[src/sha256_byte_stream_hasher_defines.svh]
// assertion macros for the sha-256 byte stream hasher
`ifndef SHA256_BYTE_STREAM_HASHER_DEFINES_SVH
`define SHA256_BYTE_STREAM_HASHER_DEFINES_SVH

`ifndef SYNTH

`define SBH_ASSERT_IMPL(name, ante, cons) \
   name: assert property (@(posedge clock) disable iff (reset) (ante) |-> (cons)) \
      else $error("sbh assertion failed");

`define SBH_ASSERT_NEXT(name, ante, cons) \
   name: assert property (@(posedge clock) disable iff (reset) (ante) |=> (cons)) \
      else $error("sbh assertion failed");

`else

`define SBH_ASSERT_IMPL(name, ante, cons)

`define SBH_ASSERT_NEXT(name, ante, cons)

`endif

`endif

[src/sbh_pkg.sv]
// types, constants and round functions for the sha-256 byte stream hasher
package sbh_pkg;

   typedef enum logic [1:0] {
      CMD_ABSORB = 2'd0,
      CMD_FINISH = 2'd1,
      CMD_START  = 2'd2
   } cmd_type;

   typedef enum logic [2:0] {
      ST_IDLE,
      ST_ROUND,
      ST_UPDATE,
      ST_LENW,
      ST_EMIT
   } state_type;

   typedef struct packed {
      logic [1:0] cmd;
      logic [7:0] data_byte;
   } req_type;

   typedef struct packed {
      logic [31:0] digest_word;
      logic [2:0]  word_index;
      logic        last;
   } rsp_type;

   localparam logic [7:0] PAD_MARK = 8'h80;
   localparam logic [5:0] LEN_OFFSET = 6'd56;
   localparam logic [5:0] LAST_BYTE = 6'd63;
   localparam logic [5:0] LAST_ROUND = 6'd63;
   localparam logic [2:0] LAST_WORD = 3'd7;

   localparam logic [31:0] INIT_HASH [8] = '{
      32'h6a09e667, 32'hbb67ae85, 32'h3c6ef372, 32'ha54ff53a,
      32'h510e527f, 32'h9b05688c, 32'h1f83d9ab, 32'h5be0cd19
   };

   localparam logic [31:0] ROUND_K [64] = '{
      32'h428a2f98, 32'h71374491, 32'hb5c0fbcf, 32'he9b5dba5,
      32'h3956c25b, 32'h59f111f1, 32'h923f82a4, 32'hab1c5ed5,
      32'hd807aa98, 32'h12835b01, 32'h243185be, 32'h550c7dc3,
      32'h72be5d74, 32'h80deb1fe, 32'h9bdc06a7, 32'hc19bf174,
      32'he49b69c1, 32'hefbe4786, 32'h0fc19dc6, 32'h240ca1cc,
      32'h2de92c6f, 32'h4a7484aa, 32'h5cb0a9dc, 32'h76f988da,
      32'h983e5152, 32'ha831c66d, 32'hb00327c8, 32'hbf597fc7,
      32'hc6e00bf3, 32'hd5a79147, 32'h06ca6351, 32'h14292967,
      32'h27b70a85, 32'h2e1b2138, 32'h4d2c6dfc, 32'h53380d13,
      32'h650a7354, 32'h766a0abb, 32'h81c2c92e, 32'h92722c85,
      32'ha2bfe8a1, 32'ha81a664b, 32'hc24b8b70, 32'hc76c51a3,
      32'hd192e819, 32'hd6990624, 32'hf40e3585, 32'h106aa070,
      32'h19a4c116, 32'h1e376c08, 32'h2748774c, 32'h34b0bcb5,
      32'h391c0cb3, 32'h4ed8aa4a, 32'h5b9cca4f, 32'h682e6ff3,
      32'h748f82ee, 32'h78a5636f, 32'h84c87814, 32'h8cc70208,
      32'h90befffa, 32'ha4506ceb, 32'hbef9a3f7, 32'hc67178f2
   };

   function automatic logic [31:0] big_sigma0(input logic [31:0] x);
      big_sigma0 = {x[1:0], x[31:2]} ^ {x[12:0], x[31:13]} ^ {x[21:0], x[31:22]};
   endfunction

   function automatic logic [31:0] big_sigma1(input logic [31:0] x);
      big_sigma1 = {x[5:0], x[31:6]} ^ {x[10:0], x[31:11]} ^ {x[24:0], x[31:25]};
   endfunction

   function automatic logic [31:0] small_sigma0(input logic [31:0] x);
      small_sigma0 = {x[6:0], x[31:7]} ^ {x[17:0], x[31:18]} ^ {3'b000, x[31:3]};
   endfunction

   function automatic logic [31:0] small_sigma1(input logic [31:0] x);
      small_sigma1 = {x[16:0], x[31:17]} ^ {x[18:0], x[31:19]} ^ {10'b0, x[31:10]};
   endfunction

endpackage

[src/sha256_byte_stream_hasher.sv]
// sha-256 byte stream hasher: byte buffer, one-round-per-cycle compression, digest output
// an absorbed byte is written into the block buffer; the byte that completes a block starts
// the compression (64 rounds through the single round unit, then the hash update)
// finish compresses one block, or two when padding spills into a second block, then
// eight digest transfers leave through an output register, one per cycle at best
// synchronous reset loads the initial hash values and clears buffer and counters
`include "sha256_byte_stream_hasher_defines.svh"

module sha256_byte_stream_hasher (
   input  logic            clock,
   input  logic            reset,
   input  logic            req_valid,
   output logic            req_ready,
   input  sbh_pkg::req_type req_data,
   output logic            rsp_valid,
   input  logic            rsp_ready,
   output sbh_pkg::rsp_type rsp_data
);

   sbh_pkg::state_type state_ff, state_in;

   logic [31:0] hash_ff [8];
   logic [31:0] hash_in [8];
   logic [31:0] wk_ff [8];
   logic [31:0] wk_in [8];
   logic [31:0] win_ff [16];
   logic [31:0] win_in [16];
   logic [5:0]  fill_ff, fill_in;
   logic [60:0] cnt_ff, cnt_in;
   logic [5:0]  rnd_ff, rnd_in;
   logic        fin_ff, fin_in;
   logic        lenp_ff, lenp_in;
   logic [2:0]  idx_ff, idx_in;
   logic        rsp_valid_ff, rsp_valid_in;
   sbh_pkg::rsp_type rsp_data_ff, rsp_data_in;

   logic        req_xfer;
   logic        emit_load;
   logic [4:0]  byte_sel;
   logic [63:0] bit_len;
   logic [31:0] t1, t2, sched_new;

   // round unit and schedule expansion
   always_comb begin
      t1 = wk_ff[7] + sbh_pkg::big_sigma1(wk_ff[4])
         + ((wk_ff[4] & wk_ff[5]) ^ (~wk_ff[4] & wk_ff[6]))
         + sbh_pkg::ROUND_K[rnd_ff] + win_ff[0];
      t2 = sbh_pkg::big_sigma0(wk_ff[0])
         + ((wk_ff[0] & wk_ff[1]) ^ (wk_ff[0] & wk_ff[2]) ^ (wk_ff[1] & wk_ff[2]));
      sched_new = win_ff[0] + sbh_pkg::small_sigma0(win_ff[1]) + win_ff[9]
         + sbh_pkg::small_sigma1(win_ff[14]);
   end

   assign byte_sel = {~fill_ff[1:0], 3'b000};
   assign bit_len = {cnt_ff, 3'b000};

   // outputs of the sequencer
   always_comb begin
      req_ready = (state_ff == sbh_pkg::ST_IDLE);
      emit_load = (state_ff == sbh_pkg::ST_EMIT) && (!rsp_valid_ff || rsp_ready);
   end

   assign req_xfer = req_valid && req_ready;

   // next state
   always_comb begin
      state_in = state_ff;
      case (state_ff)
         sbh_pkg::ST_IDLE: begin
            if (req_xfer) begin
               if (req_data.cmd == sbh_pkg::CMD_ABSORB && fill_ff == sbh_pkg::LAST_BYTE) begin
                  state_in = sbh_pkg::ST_ROUND;
               end else if (req_data.cmd == sbh_pkg::CMD_FINISH) begin
                  state_in = (fill_ff >= sbh_pkg::LEN_OFFSET) ? sbh_pkg::ST_ROUND
                                                             : sbh_pkg::ST_LENW;
               end
            end
         end
         sbh_pkg::ST_ROUND: begin
            if (rnd_ff == sbh_pkg::LAST_ROUND) begin
               state_in = sbh_pkg::ST_UPDATE;
            end
         end
         sbh_pkg::ST_UPDATE: begin
            if (lenp_ff) begin
               state_in = sbh_pkg::ST_LENW;
            end else if (fin_ff) begin
               state_in = sbh_pkg::ST_EMIT;
            end else begin
               state_in = sbh_pkg::ST_IDLE;
            end
         end
         sbh_pkg::ST_LENW: begin
            state_in = sbh_pkg::ST_ROUND;
         end
         sbh_pkg::ST_EMIT: begin
            if (emit_load && idx_ff == sbh_pkg::LAST_WORD) begin
               state_in = sbh_pkg::ST_IDLE;
            end
         end
         default: begin
            state_in = sbh_pkg::ST_IDLE;
         end
      endcase
   end

   // datapath
   always_comb begin
      hash_in = hash_ff;
      wk_in = wk_ff;
      win_in = win_ff;
      fill_in = fill_ff;
      cnt_in = cnt_ff;
      rnd_in = rnd_ff;
      fin_in = fin_ff;
      lenp_in = lenp_ff;
      idx_in = idx_ff;
      rsp_valid_in = rsp_valid_ff && !rsp_ready;
      rsp_data_in = rsp_data_ff;
      case (state_ff)
         sbh_pkg::ST_IDLE: begin
            wk_in = hash_ff;
            if (req_xfer) begin
               case (req_data.cmd)
                  sbh_pkg::CMD_ABSORB: begin
                     win_in[fill_ff[5:2]][byte_sel +: 8] = req_data.data_byte;
                     fill_in = fill_ff + 6'd1;
                     cnt_in = cnt_ff + 61'd1;
                  end
                  sbh_pkg::CMD_FINISH: begin
                     win_in[fill_ff[5:2]][byte_sel +: 8] = sbh_pkg::PAD_MARK;
                     fin_in = 1'b1;
                     lenp_in = (fill_ff >= sbh_pkg::LEN_OFFSET);
                  end
                  sbh_pkg::CMD_START: begin
                     hash_in = sbh_pkg::INIT_HASH;
                     for (int i = 0; i < 16; i++) begin
                        win_in[i] = '0;
                     end
                     fill_in = '0;
                     cnt_in = '0;
                  end
                  default: begin
                  end
               endcase
            end
         end
         sbh_pkg::ST_ROUND: begin
            wk_in[0] = t1 + t2;
            wk_in[1] = wk_ff[0];
            wk_in[2] = wk_ff[1];
            wk_in[3] = wk_ff[2];
            wk_in[4] = wk_ff[3] + t1;
            wk_in[5] = wk_ff[4];
            wk_in[6] = wk_ff[5];
            wk_in[7] = wk_ff[6];
            for (int i = 0; i < 15; i++) begin
               win_in[i] = win_ff[i + 1];
            end
            win_in[15] = sched_new;
            rnd_in = rnd_ff + 6'd1;
         end
         sbh_pkg::ST_UPDATE: begin
            for (int i = 0; i < 8; i++) begin
               hash_in[i] = hash_ff[i] + wk_ff[i];
            end
            for (int i = 0; i < 16; i++) begin
               win_in[i] = '0;
            end
            fill_in = '0;
            lenp_in = 1'b0;
         end
         sbh_pkg::ST_LENW: begin
            wk_in = hash_ff;
            win_in[14] = bit_len[63:32];
            win_in[15] = bit_len[31:0];
            cnt_in = '0;
         end
         sbh_pkg::ST_EMIT: begin
            if (emit_load) begin
               rsp_valid_in = 1'b1;
               rsp_data_in.digest_word = hash_ff[idx_ff];
               rsp_data_in.word_index = idx_ff;
               rsp_data_in.last = (idx_ff == sbh_pkg::LAST_WORD);
               idx_in = idx_ff + 3'd1;
               if (idx_ff == sbh_pkg::LAST_WORD) begin
                  fin_in = 1'b0;
               end
            end
         end
         default: begin
         end
      endcase
   end

   always_ff @(posedge clock) begin
      if (reset) begin
         state_ff <= sbh_pkg::ST_IDLE;
         hash_ff <= sbh_pkg::INIT_HASH;
         for (int i = 0; i < 16; i++) begin
            win_ff[i] <= '0;
         end
         fill_ff <= '0;
         cnt_ff <= '0;
         rnd_ff <= '0;
         fin_ff <= 1'b0;
         lenp_ff <= 1'b0;
         idx_ff <= '0;
         rsp_valid_ff <= 1'b0;
      end else begin
         state_ff <= state_in;
         hash_ff <= hash_in;
         win_ff <= win_in;
         fill_ff <= fill_in;
         cnt_ff <= cnt_in;
         rnd_ff <= rnd_in;
         fin_ff <= fin_in;
         lenp_ff <= lenp_in;
         idx_ff <= idx_in;
         rsp_valid_ff <= rsp_valid_in;
      end
   end

   always_ff @(posedge clock) begin
      wk_ff <= wk_in;
      rsp_data_ff <= rsp_data_in;
   end

   assign rsp_valid = rsp_valid_ff;
   assign rsp_data = rsp_data_ff;

   `SBH_ASSERT_IMPL(a_rnd_only_in_round, rnd_ff != 6'd0, state_ff == sbh_pkg::ST_ROUND)
   `SBH_ASSERT_IMPL(a_lenw_short_path, state_ff == sbh_pkg::ST_LENW, fin_ff && !lenp_ff)
   `SBH_ASSERT_NEXT(a_update_clears_fill, state_ff == sbh_pkg::ST_UPDATE, fill_ff == 6'd0)
   `SBH_ASSERT_IMPL(a_emit_after_finish, state_ff == sbh_pkg::ST_EMIT, fin_ff && fill_ff == 6'd0)

endmodule

[config.mk]
export PLATFORM = sky130hd
export DESIGN_NAME = sha256_byte_stream_hasher
export DESIGN_NICKNAME = d
export VERILOG_FILES = /design/src/sbh_pkg.sv /design/src/sha256_byte_stream_hasher.sv
export VERILOG_INCLUDE_DIRS = /design/src /design/src/src
export SDC_FILE = /design/constraint.sdc
export NUM_CORES = 2
export LEC_CHECK = 0
export BUFFER_PORTS_ARGS = -buffer_cell sky130_fd_sc_hd__clkbuf_2
export CORE_MARGIN = 4
export CORE_UTILIZATION = 34
export DETAILED_ROUTE_END_ITERATION = 7
export GPL_ROUTABILITY_DRIVEN = 1
export HOLD_SLACK_MARGIN = 0.02
export SYNTH_ARGS = -nofsm -noshare
export SYNTH_HDL_FRONTEND = slang
export SYNTH_SLANG_ARGS = --single-unit
[constraint.sdc]
create_clock -name clock -period 11.2 [get_ports clock]
set_input_delay 2.24 -clock clock [delete_from_list [all_inputs] [get_ports clock]]
set_output_delay 2.24 -clock clock [all_outputs]
set_load 0.1 [all_outputs]
==> impl_metrics.ini <==
[critical_path]
crit_type = reg -> reg
cpMostUsedCell = inv_1
r2r-end = wk_ff[255]
ff2ff_setup_slack_ns = 1.33
end_kind = flip-flop
worstPathRequired_ns = 11.83
arrival_ns = 10.51
max_stage_delay_ns = 0.67
reg2reg_from = rnd_ff[0]
crit_path_top_delay_cell = ha_1
ff2ff_path_depth = 37
cp_max_fo = 12
cp-start-kind = flip-flop

[timing]
rsz0062_at_grt = false
setup_viol = 0
drv_slew = 0
setup_tns_ns = 0
slew_headroom = 0.121
timing.fmax_mhz = 101
finalHoldViolCount = 0
tightest_slew_ns = 1.32
finalCriticalPeriod_ns = 9.87
fin_skew_ns = 0.0318
fin_crit_sh = 0.882

[placement]
globalplace.congestion = 0.988
dpl.hpwl_um = 211000
io_buffer_count = 51

[logic_synthesis]
synth_ff_type = dfxtp_1
syn_inst = 9758
synth_top_family_by_area = compound AO/OA/AOI/OAI gates
synth-seq-cells = 1142
ys_warn_count = 0
syn_area_per_cell_sq_um = 8.05
syn-num-nets = 10377
synthAdderAreaFrac = 0.115
synthArstFlopShare = 0
synth_xor_area_frac = 0.0690
synth_compound_area_frac = 0.222
synth_mux_area_frac = 0.0349
synth-simple-area-share = 0.180
synth-edff-count = 292
synth_seq_area_share = 0.328
yosys.cell_types.count = 91
syn-cell-area_sq_um = 78500

[grt]
antenna_found_initial = 10
grt_pass1_wl_um = 437000
grt_pass1_vias = 67787
gr-total-overflow = 0
grt_max_degree = 238
track_usage = 0.237

[routing]
vias = 72997
dr.pass1.iters = 8
ant_nets = 0
detail_route.wl_per_cell_um = 23.3
drt_iter0_drc = 8384
drc_errors = 0
via_per_inst = 5.78
wl_um = 294000

[clocking]
cts_resized = 0
cts_tree = done
cts_hold_repair.buffers = 0
htreeDepth = 4
clk_latency_ns = 0.83
clk_path_buf_depth = 3
clk_pin_slew_worst_paths_ns = 0.06
cts-root-buf = clkbuf_16
postCtsSetupBuffers = 0
clock-sinks = 1142
cts_buffers = 136

[finish]
drive_above_1_share = 0.0646
finish.utilization = 0.374
final_nets = 10102
syn_to_final_growth_pct = 9.61
fillers = 23497

[outcome]
outcome = finished, final reports clean

[die]
rows = 176
die_h_um = 489
die_w_um = 489
ios = 52
core_area_sq_um = 230000
start_util = 0.342
dieArea_sq_um = 239000

[worst_hold_path]
worst_hold_path.num_cells = 2
min_path_type = reg -> reg

[run]
maxCapViolations = 0
area by class of cell:
cell class | instances | area [sq um] | area share
Antenna cell | 5 | 12.5 | 0.000145
Clock buffer | 187 | 3810 | 0.0442
Clock inverter | 60 | 816 | 0.00948
Inverter | 480 | 1800 | 0.0209
Multi-Input combinational cell | 7568 | 48900 | 0.569
Sequential cell | 1142 | 25800 | 0.300
Tap cell | 3026 | 3790 | 0.0440
Timing Repair Buffer | 155 | 1120 | 0.0130
worst max-delay path, delay by kind of cell, from the launching register on:
| kind | cells | cell delay (ns) |
|---|---|---|
| xor gates and xnor gates | 2 | 0.37 |
| buffers and inverters | 6 | 0.92 |
| and+or+nand+nor | 9 | 1.76 |
| adders and majority gates | 6 | 2.63 |
| AOI/OAI and AO/OA | 14 | 3.67 |
| DFF | 1 | 0.33 |
how the worst max path moves through the flow:
| stage | slack (ns) | startpoint | depth (start not counted) | endpoint |
|---|---|---|---|---|
| after floorplan | 3.09 | rnd_ff[2] | 37 | wk_ff[254] |
| after global placement | 1.68 | rnd_ff[0] | 37 | wk_ff[255] |
| after detailed placement | 1.53 | rnd_ff[0] | 37 | wk_ff[255] |
| after CTS | 1.47 | rnd_ff[0] | 37 | wk_ff[255] |
| after global routing | 0.78 | rnd_ff[0] | 37 | wk_ff[255] |
| final | 1.33 | rnd_ff[0] | 37 | wk_ff[255] |
layer usage:
metal | wire length (um) | share of wire | global-route usage | vias to the layer above
li1 | - | - | - | 33617
met4 | 9550 | 0.032 | 0.0764 | 4
met2 | 125000 | 0.42 | 0.352 | 3346
met3 | 28600 | 0.097 | 0.0521 | 529
met1 | 131000 | 0.45 | 0.339 | 35501
met5 | 22 | 0.000075 | 0 | -
cell usage in the layout (no fill, tap or decap), drive strengths merged, types with 195 or more instances in the layout:
master	count
a22oi	478
nand2	1681
nor2	965
clkbuf	237
inv	488
o21ai	870
edfxtp	292
xor2	269
fa	195
dfxtp	850
xnor2	350
ha	410
a21oi	636
logic make-up after synthesis:
logic type,count (synthesis)
adder cells (fa/ha/maj),607
multiplexers,174
buffers and inverters,1048
AND/OR/NAND/NOR,3352
AO/OA/AOI/OAI,2816
XOR/XNOR,619
flip-flops,1142
metrics by stage:
| step | area, sq um | hold slack [ns] | setup slack (ns) | std cells |
|---|---|---|---|---|
| global placement | 81500 | 0.454 | 1.68 | 12371 |
| floorplan | 78500 | 0.435 | 3.09 | 9758 |
| detailed placement | 81500 | 0.463 | 1.53 | 12371 |
| finish | 86100 | 0.472 | 1.33 | 12623 |
| global route | 86100 | 0.486 | 0.779 | 12619 |
| CTS | 86100 | 0.472 | 1.47 | 12618 |
synthesized netlist by cell type, drive strengths merged (187+ instances only):
library cell,n,share of area
a22oi,478,0.046
nor2,965,0.046
fa,195,0.050
inv,477,0.023
o21ai,870,0.055
clkbuf,519,0.025
edfxtp,292,0.11
dfxtp,850,0.22
nand2,1681,0.080
xor2,269,0.030
a21oi,636,0.041
ha,410,0.065
xnor2,350,0.039
a21o,187,0.018
Power is left out: the tool's default activity adds up to more than one toggle a clock period on the data nets, which glitch-free logic cannot reach.
